[src/sv/ies_pkg.sv]
`default_nettype none
package ies_pkg;

   localparam logic [1:0] OP_TICK  = 2'd0;
   localparam logic [1:0] OP_START = 2'd1;
   localparam logic [1:0] OP_IDENT = 2'd2;

   localparam logic [7:0] EFF_BLINK   = 8'd0;
   localparam logic [7:0] EFF_BREATHE = 8'd1;
   localparam logic [7:0] EFF_OKAY    = 8'd2;
   localparam logic [7:0] EFF_CHANNEL = 8'd11;
   localparam logic [7:0] EFF_FINISH  = 8'd254;
   localparam logic [7:0] EFF_STOP    = 8'd255;

   localparam logic [7:0] LEVEL_MAX     = 8'd250;
   localparam logic [7:0] LEVEL_STEP    = 8'd50;
   localparam logic [7:0] LEVEL_OKAY    = 8'd254;
   localparam logic [7:0] LEVEL_CHAN    = 8'd254;
   localparam logic [7:0] OKAY_MARK_A   = 8'd10;
   localparam logic [7:0] OKAY_MARK_B   = 8'd5;
   localparam logic [7:0] CHAN_MARK     = 8'd74;
   localparam logic [7:0] TICKS_BLINK   = 8'd10;
   localparam logic [7:0] TICKS_BREATHE = 8'd200;
   localparam logic [7:0] TICKS_OKAY    = 8'd15;
   localparam logic [7:0] TICKS_CHAN    = 8'd80;
   localparam logic [7:0] BREATHE_REPS  = 8'd15;
   localparam logic [7:0] IDENT_PERIOD  = 8'd5;

   localparam logic [4:0] TIME_STOP    = 5'd1;
   localparam logic [4:0] TIME_BLINK   = 5'd2;
   localparam logic [4:0] TIME_OKAY    = 5'd3;
   localparam logic [4:0] TIME_CHAN    = 5'd9;
   localparam logic [4:0] TIME_BREATHE = 5'd17;

   localparam logic [7:0] OWN_EP_RESET = 8'd1;

   typedef struct packed {
      logic [1:0]  op;
      logic [7:0]  endpoint;
      logic [7:0]  effect_code;
      logic [15:0] identify_time;
      logic        light_on;
   } ies_req_type;

   typedef struct packed {
      logic       led_update;
      logic       led_on;
      logic [7:0] level_out;
      logic       time_write;
      logic [4:0] time_value;
   } ies_rsp_type;

   typedef struct packed {
      logic [7:0] current_effect;
      logic [7:0] tick_count;
      logic [7:0] effect_level;
      logic [7:0] blink_count;
      logic       rising;
      logic       finish_pending;
      logic       identify_active;
   } ies_state_type;

   localparam ies_state_type STATE_RESET = '{
      current_effect:  EFF_STOP,
      tick_count:      8'd0,
      effect_level:    8'd0,
      blink_count:     8'd0,
      rising:          1'b0,
      finish_pending:  1'b0,
      identify_active: 1'b0
   };

endpackage
`default_nettype wire

[src/sv/ies_if.sv]
`default_nettype none
interface ies_req_if;
   logic        valid;
   logic        ready;
   logic [1:0]  op;
   logic [7:0]  endpoint;
   logic [7:0]  effect_code;
   logic [15:0] identify_time;
   logic        light_on;

   modport source (output valid, op, endpoint, effect_code, identify_time, light_on,
                   input ready);
   modport sink (input valid, op, endpoint, effect_code, identify_time, light_on,
                 output ready);
endinterface

interface ies_rsp_if;
   logic       valid;
   logic       ready;
   logic       led_update;
   logic       led_on;
   logic [7:0] level_out;
   logic       time_write;
   logic [4:0] time_value;

   modport source (output valid, led_update, led_on, level_out, time_write, time_value,
                   input ready);
   modport sink (input valid, led_update, led_on, level_out, time_write, time_value,
                 output ready);
endinterface

interface ies_csr_if;
   logic       valid;
   logic       ready;
   logic [7:0] data;

   modport source (output valid, data, input ready);
   modport sink (input valid, data, output ready);
endinterface
`default_nettype wire

[src/sv/ies_step.sv]
`default_nettype none
module ies_step (
   input  ies_pkg::ies_state_type state,
   input  ies_pkg::ies_req_type   req,
   input  logic [7:0]             own_endpoint,
   output ies_pkg::ies_state_type state_next,
   output ies_pkg::ies_rsp_type   rsp
);
   import ies_pkg::*;

   ies_state_type st;
   logic          upd;
   logic          led;
   logic          tw;
   logic [4:0]    tv;
   logic          running;
   logic [7:0]    tick_dec;
   logic [7:0]    blink_dec;

   assign running   = (state.current_effect != EFF_STOP);
   assign tick_dec  = state.tick_count - 8'd1;
   assign blink_dec = state.blink_count - 8'd1;

   always_comb begin
      st  = state;
      upd = 1'b0;
      led = 1'b0;
      tw  = 1'b0;
      tv  = 5'd0;
      unique case (req.op)
         OP_TICK: begin
            if (req.endpoint == own_endpoint) begin
               if (running) begin
                  if (state.tick_count != 8'd0) begin
                     st.tick_count = tick_dec;
                     upd = 1'b1;
                     led = 1'b1;
                     case (state.current_effect)
                        EFF_BLINK: begin
                        end
                        EFF_BREATHE: begin
                           if (state.rising) begin
                              if (state.effect_level >= LEVEL_MAX) begin
                                 st.effect_level = state.effect_level - LEVEL_STEP;
                                 st.rising       = 1'b0;
                              end else begin
                                 st.effect_level = state.effect_level + LEVEL_STEP;
                              end
                           end else if (state.effect_level == 8'd0) begin
                              st.blink_count = blink_dec;
                              if (blink_dec != 8'd0 && !state.finish_pending) begin
                                 st.effect_level = state.effect_level + LEVEL_STEP;
                                 st.rising       = 1'b1;
                              end else begin
                                 st.tick_count = 8'd0;
                              end
                           end else begin
                              st.effect_level = state.effect_level - LEVEL_STEP;
                           end
                        end
                        EFF_OKAY: begin
                           if (tick_dec == OKAY_MARK_A || tick_dec == OKAY_MARK_B) begin
                              st.effect_level = state.effect_level ^ LEVEL_OKAY;
                              if (state.finish_pending) st.tick_count = 8'd0;
                           end
                        end
                        EFF_CHANNEL: begin
                           if (tick_dec == CHAN_MARK) begin
                              st.effect_level = 8'd1;
                              if (state.finish_pending) st.tick_count = 8'd0;
                           end
                        end
                        default: begin
                           if (state.finish_pending) st.tick_count = 8'd0;
                        end
                     endcase
                  end else begin
                     // countdown done: effect ends, LED follows the light
                     st.current_effect = EFF_STOP;
                     st.rising         = 1'b0;
                     tw  = 1'b1;
                     tv  = 5'd0;
                     upd = 1'b1;
                     led = req.light_on;
                  end
               end else if (req.identify_time != 16'd0) begin
                  // default identify blink
                  st.blink_count = blink_dec;
                  if (blink_dec == 8'd0) begin
                     st.blink_count = IDENT_PERIOD;
                     upd = 1'b1;
                     if (state.effect_level != 8'd0) begin
                        st.effect_level = 8'd0;
                        led = 1'b0;
                     end else begin
                        st.effect_level = LEVEL_MAX;
                        led = 1'b1;
                     end
                  end
               end
            end
         end
         OP_START: begin
            unique case (req.effect_code)
               EFF_BLINK: begin
                  st.current_effect = EFF_BLINK;
                  st.effect_level   = req.light_on ? 8'd0 : LEVEL_MAX;
                  st.finish_pending = 1'b0;
                  st.tick_count     = TICKS_BLINK;
                  tw = 1'b1;
                  tv = TIME_BLINK;
               end
               EFF_BREATHE: begin
                  st.current_effect = EFF_BREATHE;
                  st.rising         = 1'b1;
                  st.finish_pending = 1'b0;
                  st.effect_level   = 8'd0;
                  st.blink_count    = BREATHE_REPS;
                  st.tick_count     = TICKS_BREATHE;
                  tw = 1'b1;
                  tv = TIME_BREATHE;
               end
               EFF_OKAY: begin
                  st.current_effect = EFF_OKAY;
                  st.finish_pending = 1'b0;
                  st.effect_level   = req.light_on ? 8'd0 : LEVEL_OKAY;
                  st.tick_count     = TICKS_OKAY;
                  tw = 1'b1;
                  tv = TIME_OKAY;
               end
               EFF_CHANNEL: begin
                  st.current_effect = EFF_CHANNEL;
                  st.effect_level   = LEVEL_CHAN;
                  st.finish_pending = 1'b0;
                  st.tick_count     = TICKS_CHAN;
                  tw = 1'b1;
                  tv = TIME_CHAN;
               end
               EFF_FINISH: begin
                  if (running) st.finish_pending = 1'b1;
               end
               EFF_STOP: begin
                  st.current_effect = EFF_STOP;
                  tw = 1'b1;
                  tv = TIME_STOP;
               end
               default: begin
               end
            endcase
         end
         OP_IDENT: begin
            if (!running) begin
               if (req.identify_time == 16'd0) begin
                  upd = 1'b1;
                  led = req.light_on;
                  st.identify_active = 1'b0;
               end else if (!state.identify_active) begin
                  st.identify_active = 1'b1;
                  st.effect_level    = LEVEL_MAX;
                  st.blink_count     = IDENT_PERIOD;
                  upd = 1'b1;
                  led = 1'b0;
               end
            end
         end
         default: begin
         end
      endcase
   end

   assign state_next     = st;
   assign rsp.led_update = upd;
   assign rsp.led_on     = upd & led;
   assign rsp.level_out  = st.effect_level;
   assign rsp.time_write = tw;
   assign rsp.time_value = tw ? tv : 5'd0;

endmodule
`default_nettype wire

[src/sv/identify_effect_sequencer.sv]
`default_nettype none
// Identify-effect LED sequencer. Each request beat is a tick, a start-effect
// command or an identify-time change; each one yields exactly one response
// beat carrying an optional LED drive, the effect level and an optional
// identify-time write. Throughput is one beat per clock while rsp is ready;
// each request passes the input register, the combinational state update
// and the response register. Back-pressure on rsp stalls the input register.
// own_endpoint (reset 1) selects which ticks are acted on; write it over csr
// only while no beat is in flight.
module identify_effect_sequencer (
   input  logic       clock,
   input  logic       reset,
   ies_req_if.sink    req_ch,
   ies_rsp_if.source  rsp_ch,
   ies_csr_if.sink    csr_ch
);
   import ies_pkg::*;

   logic          req_valid_ff;
   ies_req_type   req_data_ff;
   ies_req_type   req_data_in;
   logic          rsp_valid_ff;
   ies_rsp_type   rsp_data_ff;
   ies_rsp_type   rsp_data_in;
   ies_state_type state_ff;
   ies_state_type state_in;
   logic [7:0]    own_endpoint_ff;
   logic          advance;
   logic          req_take;

   assign advance        = req_valid_ff && (!rsp_valid_ff || rsp_ch.ready);
   assign req_ch.ready   = !req_valid_ff || advance;
   assign req_take       = req_ch.valid && req_ch.ready;
   assign csr_ch.ready   = 1'b1;

   assign req_data_in.op            = req_ch.op;
   assign req_data_in.endpoint      = req_ch.endpoint;
   assign req_data_in.effect_code   = req_ch.effect_code;
   assign req_data_in.identify_time = req_ch.identify_time;
   assign req_data_in.light_on      = req_ch.light_on;

   ies_step u_step (
      .state        (state_ff),
      .req          (req_data_ff),
      .own_endpoint (own_endpoint_ff),
      .state_next   (state_in),
      .rsp          (rsp_data_in)
   );

   always_ff @(posedge clock) begin
      if (reset) begin
         req_valid_ff    <= 1'b0;
         rsp_valid_ff    <= 1'b0;
         state_ff        <= STATE_RESET;
         own_endpoint_ff <= OWN_EP_RESET;
      end else begin
         if (req_take) begin
            req_valid_ff <= 1'b1;
         end else if (advance) begin
            req_valid_ff <= 1'b0;
         end
         if (advance) begin
            rsp_valid_ff <= 1'b1;
            state_ff     <= state_in;
         end else if (rsp_ch.ready) begin
            rsp_valid_ff <= 1'b0;
         end
         if (csr_ch.valid) begin
            own_endpoint_ff <= csr_ch.data;
         end
      end
   end

   always_ff @(posedge clock) begin
      if (req_take) begin
         req_data_ff <= req_data_in;
      end
      if (advance) begin
         rsp_data_ff <= rsp_data_in;
      end
   end

   assign rsp_ch.valid      = rsp_valid_ff;
   assign rsp_ch.led_update = rsp_data_ff.led_update;
   assign rsp_ch.led_on     = rsp_data_ff.led_on;
   assign rsp_ch.level_out  = rsp_data_ff.level_out;
   assign rsp_ch.time_write = rsp_data_ff.time_write;
   assign rsp_ch.time_value = rsp_data_ff.time_value;

endmodule
`default_nettype wire

[src/flat_wrapper.sv]
// flat-port wrapper written by rule: the top's interface ports become plain ports
module identify_effect_sequencer_flat import ies_pkg::*;
  (clock, reset, req_ch_valid, req_ch_op, req_ch_endpoint, req_ch_effect_code, req_ch_identify_time, req_ch_light_on, req_ch_ready, rsp_ch_valid, rsp_ch_led_update, rsp_ch_led_on, rsp_ch_level_out, rsp_ch_time_write, rsp_ch_time_value, rsp_ch_ready, csr_ch_valid, csr_ch_data, csr_ch_ready);
  ies_req_if req_ch_i ();
  ies_rsp_if rsp_ch_i ();
  ies_csr_if csr_ch_i ();
  input  logic clock;
  input  logic reset;
  input wire logic [$bits(req_ch_i.valid)-1:0] req_ch_valid;
  input wire logic [$bits(req_ch_i.op)-1:0] req_ch_op;
  input wire logic [$bits(req_ch_i.endpoint)-1:0] req_ch_endpoint;
  input wire logic [$bits(req_ch_i.effect_code)-1:0] req_ch_effect_code;
  input wire logic [$bits(req_ch_i.identify_time)-1:0] req_ch_identify_time;
  input wire logic [$bits(req_ch_i.light_on)-1:0] req_ch_light_on;
  output wire logic [$bits(req_ch_i.ready)-1:0] req_ch_ready;
  output wire logic [$bits(rsp_ch_i.valid)-1:0] rsp_ch_valid;
  output wire logic [$bits(rsp_ch_i.led_update)-1:0] rsp_ch_led_update;
  output wire logic [$bits(rsp_ch_i.led_on)-1:0] rsp_ch_led_on;
  output wire logic [$bits(rsp_ch_i.level_out)-1:0] rsp_ch_level_out;
  output wire logic [$bits(rsp_ch_i.time_write)-1:0] rsp_ch_time_write;
  output wire logic [$bits(rsp_ch_i.time_value)-1:0] rsp_ch_time_value;
  input wire logic [$bits(rsp_ch_i.ready)-1:0] rsp_ch_ready;
  input wire logic [$bits(csr_ch_i.valid)-1:0] csr_ch_valid;
  input wire logic [$bits(csr_ch_i.data)-1:0] csr_ch_data;
  output wire logic [$bits(csr_ch_i.ready)-1:0] csr_ch_ready;
  assign req_ch_i.valid = req_ch_valid;
  assign req_ch_i.op = req_ch_op;
  assign req_ch_i.endpoint = req_ch_endpoint;
  assign req_ch_i.effect_code = req_ch_effect_code;
  assign req_ch_i.identify_time = req_ch_identify_time;
  assign req_ch_i.light_on = req_ch_light_on;
  assign req_ch_ready = req_ch_i.ready;
  assign rsp_ch_valid = rsp_ch_i.valid;
  assign rsp_ch_led_update = rsp_ch_i.led_update;
  assign rsp_ch_led_on = rsp_ch_i.led_on;
  assign rsp_ch_level_out = rsp_ch_i.level_out;
  assign rsp_ch_time_write = rsp_ch_i.time_write;
  assign rsp_ch_time_value = rsp_ch_i.time_value;
  assign rsp_ch_i.ready = rsp_ch_ready;
  assign csr_ch_i.valid = csr_ch_valid;
  assign csr_ch_i.data = csr_ch_data;
  assign csr_ch_ready = csr_ch_i.ready;
  identify_effect_sequencer u_core (.clock(clock), .reset(reset), .req_ch(req_ch_i), .rsp_ch(rsp_ch_i), .csr_ch(csr_ch_i));
endmodule
[config.mk]
export PLATFORM = sky130hd
export DESIGN_NAME = identify_effect_sequencer_flat
export DESIGN_NICKNAME = d
export VERILOG_FILES = /design/src/sv/ies_pkg.sv /design/src/sv/ies_if.sv /design/src/sv/ies_step.sv /design/src/sv/identify_effect_sequencer.sv /design/src/flat_wrapper.sv
export SDC_FILE = /design/constraint.sdc
export NUM_CORES = 1
export LEC_CHECK = 0
export ABC_AREA = 1
export BUFFER_PORTS_ARGS = -buffer_cell sky130_fd_sc_hd__buf_2
export CAP_MARGIN = 20
export CORE_ASPECT_RATIO = 0.5
export CORE_UTILIZATION = 58
export DETAILED_ROUTE_END_ITERATION = 7
export PLACE_DENSITY = 0.84
export REMOVE_ABC_BUFFERS = 1
export SLEW_MARGIN = 40
export SYNTH_ARGS = -nofsm -noshare
export SYNTH_HDL_FRONTEND = slang
export SYNTH_HIERARCHICAL = 1
export SYNTH_SLANG_ARGS = --single-unit
[constraint.sdc]
create_clock -name clock -period 7 [get_ports clock]
set_input_delay 1.4 -clock clock [delete_from_list [all_inputs] [get_ports clock]]
set_output_delay 1.4 -clock clock [all_outputs]
set_load 0.02 [all_outputs]
==> impl.org <==
** Worst hold path
- The tightest min-delay check is of the reg2reg type.

** Routing
- The first detailed-routing pass took 8 iterations.
- In the final routed layout, each cell accounts on average for 14.9 um.
- The detail route stage leaves a number of antenna-violating nets equal to 0.
- After detailed routing, the number of remaining DRC violations is 4.
- Total via count in the routed design :: 6,369
- Summed over all layers, the routed wires come to 16.4 mm.
- Number of design-rule violations left by the first detailed-router iteration :: 863
- Dividing the detail-routed via count by the number of cells gives 5.80.

** Global route
- First-pass GRT wire length :: 27.1 mm
- Global routing used 28.6% of the available tracks across all layers.
- Largest net degree at the start of global routing :: 65
- Via count of the first global-routing pass :: 5,664
- Global routing finished with a remaining overflow of 0.
- Antenna violations before repair :: 0

** Finish
- After the last flow step, the layout net total stands at between 1,000 and 1,500.
- Count of inserted antenna diode cells :: 0
- Area delta synth->final :: 7.36%
- Layout cell share with drive strength beyond 1 :: 15.8%
- The layout has 967 filler cells.

** Clock network
- Clock tree synthesis inserted a total of 9 buffers.
- Post-CTS setup buffers :: 0
- In this run the clock root is driven by a sky130_fd_sc_hd__clkbuf_16.
- TritonCTS built the clock tree.
- Clock-pin slew was measured on the worst setup and hold paths at around 0.070 ns.
- In this run, post-CTS repair resized a total of 0 instances.
- Number of hold buffers added after cts :: 0
- Longest Clk Path Bufs :: 2
- The clock tree synthesis step divided the H-tree into 3 levels.
- The clock drives 96 sinks.
- Clock insertion delay at the later pin of the skew report :: 0.35 ns

** Floorplanning
- After floorplanning, the core was sized to cover 0.0110 mm2.
- In this run the horizontal extent of the chip is 152 um.
- During I/O placement, the number of pins put on the boundary was 67.
- Starting density of the core :: 59.6%
- The die covers 0.0118 mm2.
- Row Count :: 27
- Measured along the y axis, the die boundary spans 77.2 um.

** Pwr
- Leak Pwr :: 3.19 nW
- Fraction of power consumed by combinational cells :: about a fifth
- Sequential share of power :: 46.3%
- VDD sags by at most around 0.00015 V.
- In this run switching power makes up about a third of total power.
- The clock network burns 32.9% of the power.
- Summed over all nets, the switching power comes to between 0.4 and 0.5 mW.
- Dividing total power by cell area gives a power density of 204 mW/mm2.
- Total power after layout :: 1.44 mW
- Cell-internal power :: about 1 mW

** Worst setup path
- The setup path with the least slack is of type in2out.
- Endpoint arrival time on the critical path :: roughly 1.9 ns
- Kind of end point of the critical path :: primary output
- Startpoint type of the worst setup path :: primary input
- Maximum fanout count along the critical path :: 3
- Req. time, crit path :: 5.60 ns

** Placed design
- The congestion estimate from routability-driven global placement came to 0.945.
- The count of buffers added on input and output ports is 65.
- The HPWL after detailed placement is 11.6 mm.

** Logic synthesis
- By count the netlist is led by sky130_fd_sc_hd__nand2_1, sky130_fd_sc_hd__inv_1, sky130_fd_sc_hd__nor2_1, sky130_fd_sc_hd__nand3_1, sky130_fd_sc_hd__a21oi_1.
- Largest family of logic cells by synthesized area :: simple AND/OR/NAND/NOR gates
- The synthesized netlist devotes 1.34% of its cell area to adder and majority cells.
- In the post-synthesis netlist, the biggest area contributors are sky130_fd_sc_hd__edfxtp_1, sky130_fd_sc_hd__dfxtp_1, sky130_fd_sc_hd__nand2_1, sky130_fd_sc_hd__nand3_1, sky130_fd_sc_hd__inv_1.
- Summing the areas of all xor and xnor instances in the mapped netlist gives 2.37% of the synthesized area.
- The synthesized design contains 96 register bits.
- Area leader, netlist :: sky130_fd_sc_hd__edfxtp_1
- Gate count of the mapped netlist :: around 900
- Register area share after synthesis :: 37.1%
- Area share of and/or/nand/nor cells after synthesis :: 30.7%
- Post-synthesis mux area share :: 0%
- Predominant post-synthesis flop cell :: sky130_fd_sc_hd__edfxtp_1
- Counting flops with a built-in enable in the synthesized netlist gives 51.
- Avg Inst Size Synth :: slightly above 7 um2
- The mapped netlist covers approximately 0.0066 mm2.
- The most common cell in the synthesized netlist is sky130_fd_sc_hd__nand2_1.
- Share of synthesized flip-flops with an asynchronous set or reset :: 0%
- Share of Yosys cell area claimed by the top area cell type :: roughly a quarter
- Total of warnings raised by yosys :: 6
- The number of different library cells used by synthesis comes to 53.
- The synthesized netlist devotes 15.9% of its cell area to compound gates.

** Run
- Max-cap violations in this run came to 0.

** STA
- Adding up every negative setup slack in the final design gives 0 ns.
- Pins Over Slew Limit :: 0
- Maximum frequency from static timing analysis :: roughly 300 MHz
- At the pin with the least slew margin, the transition time is ~0.8 ns.
- The worst pin sits at a relative slew slack of approximately half.
- Clock Skews :: approximately 0.013 ns
- RSZ-0062 raised after global routing :: no
- Setup-failing EPs final :: 0
- Total count of hold-check failures in the final report :: 0
- Clock period minus worst slack :: roughly 3.3 ns
- After layout, the worst path uses a little under half of the clock period.

** Outcome
- Run status :: finished, violations left
- The final reports fail on design-rule violations.
## registers in the layout, summed over array words and instances (netlist names)
signal and cells:
u_core/rsp_ch.led_on 1, u_core/rsp_ch.led_update 1, u_core/state_ff 35, u_core/req_valid_ff 1, u_core/own_endpoint_ff 8, u_core/rsp_ch.level_out 8
u_core/rsp_ch.time_write 1, u_core/rsp_ch.time_value 5, u_core/req_data_ff 35, u_core/rsp_ch.valid 1
## cells in the final DEF, fill, tap and decap left out, types with 10 or more instances in the layout
| cell | count |
|---|---|
| sky130_fd_sc_hd__edfxtp_1 | 51 |
| sky130_fd_sc_hd__nor2_1 | 94 |
| sky130_fd_sc_hd__o211ai_1 | 13 |
| sky130_fd_sc_hd__inv_1 | 108 |
| sky130_fd_sc_hd__nand4_1 | 10 |
| sky130_fd_sc_hd__nand3_1 | 87 |
| sky130_fd_sc_hd__o21ai_0 | 55 |
| sky130_fd_sc_hd__a21oi_1 | 64 |
| sky130_fd_sc_hd__nand2_1 | 185 |
| sky130_fd_sc_hd__buf_2 | 65 |
| sky130_fd_sc_hd__nand2_2 | 15 |
| sky130_fd_sc_hd__dfxtp_1 | 44 |
| sky130_fd_sc_hd__xor2_1 | 13 |
| sky130_fd_sc_hd__inv_2 | 11 |
| sky130_fd_sc_hd__nor2_2 | 10 |
| sky130_fd_sc_hd__o21ai_1 | 14 |
## worst paths after layout
| path | start | end | slack, ns | cells past startpoint |
|---|---|---|---|---|
| worst max register to register | u_core/state_ff[28]$_SDFFE_PP1P_ | u_core/state_ff[11]$_SDFFE_PP0P_ | 4.02 | 15 |
| worst min-delay path | u_core/state_ff[0]$_SDFFE_PP0P_ | u_core/state_ff[0]$_SDFFE_PP0P_ | 0.51 | 2 |
| worst max-delay path | rsp_ch_ready | req_ch_ready | 3.69 | 4 |
| worst min register to register | u_core/state_ff[0]$_SDFFE_PP0P_ | u_core/state_ff[0]$_SDFFE_PP0P_ | 0.51 | 2 |
## per-stage QoR
step / hold WS (ns) / instance area [um2] / cells / setup slack, ns / util, %
detailed placement: 0.491 / 6770 / 1082 / 3.69 / 61.4
global route: 0.534 / 7040 / 1098 / 3.66 / 63.9
CTS: 0.509 / 7040 / 1098 / 3.69 / 63.9
global placement: 0.457 / 6770 / 1082 / 3.73 / 61.4
finish: 0.509 / 7040 / 1098 / 3.69 / 63.9
floorplan: 0.443 / 6230 / 869 / 3.83 / -
## routing by layer
metal  vias up  share of wire, %  global-route usage, %
li1       3082                 -                      -
met1      2863                43                   38.0
met2       383                43                   45.2
met3        41                12                   8.59
met4         0               1.9                   7.76
met5         -                 0                      0
## power by group through the flow
stage	combinational, mW	sequential (mW)	clock [mW]
5_1_grt	0.336	0.672	0.510
6_report	0.300	0.666	0.474
3_5_place_dp	0.292	0.678	0
2_1_floorplan	0.211	0.680	0
4_1_cts	0.294	0.666	0.484
3_3_place_gp	0.284	0.676	0
## cell type report
type / count / area (um2) / area share [%]
Timing Repair Buffer: 68 / 348 / 4.94
Clock inverter: 6 / 47.5 / 0.675
Clock buffer: 10 / 229 / 3.25
Inverter: 130 / 494 / 7.02
Tap cell: 145 / 181 / 2.58
Multi-Input combinational cell: 643 / 3310 / 47.0
Sequential cell: 96 / 2430 / 34.6
## worst max-delay path: stages
cell	delay, ns
sky130_fd_sc_hd__buf_2	0.10
sky130_fd_sc_hd__inv_1	0.10
sky130_fd_sc_hd__nand3_1	0.13
sky130_fd_sc_hd__buf_2	0.19
## cells by family after synthesis
kind of cell             Yosys count
AND/OR/NAND/NOR                  436
AO/OA/AOI/OAI                    182
buffers and inverters            169
flip-flops                        96
XOR/XNOR                          16
adder cells (fa/ha/maj)            7
other                              2
Note: power is estimated with default switching activity, not from simulation.
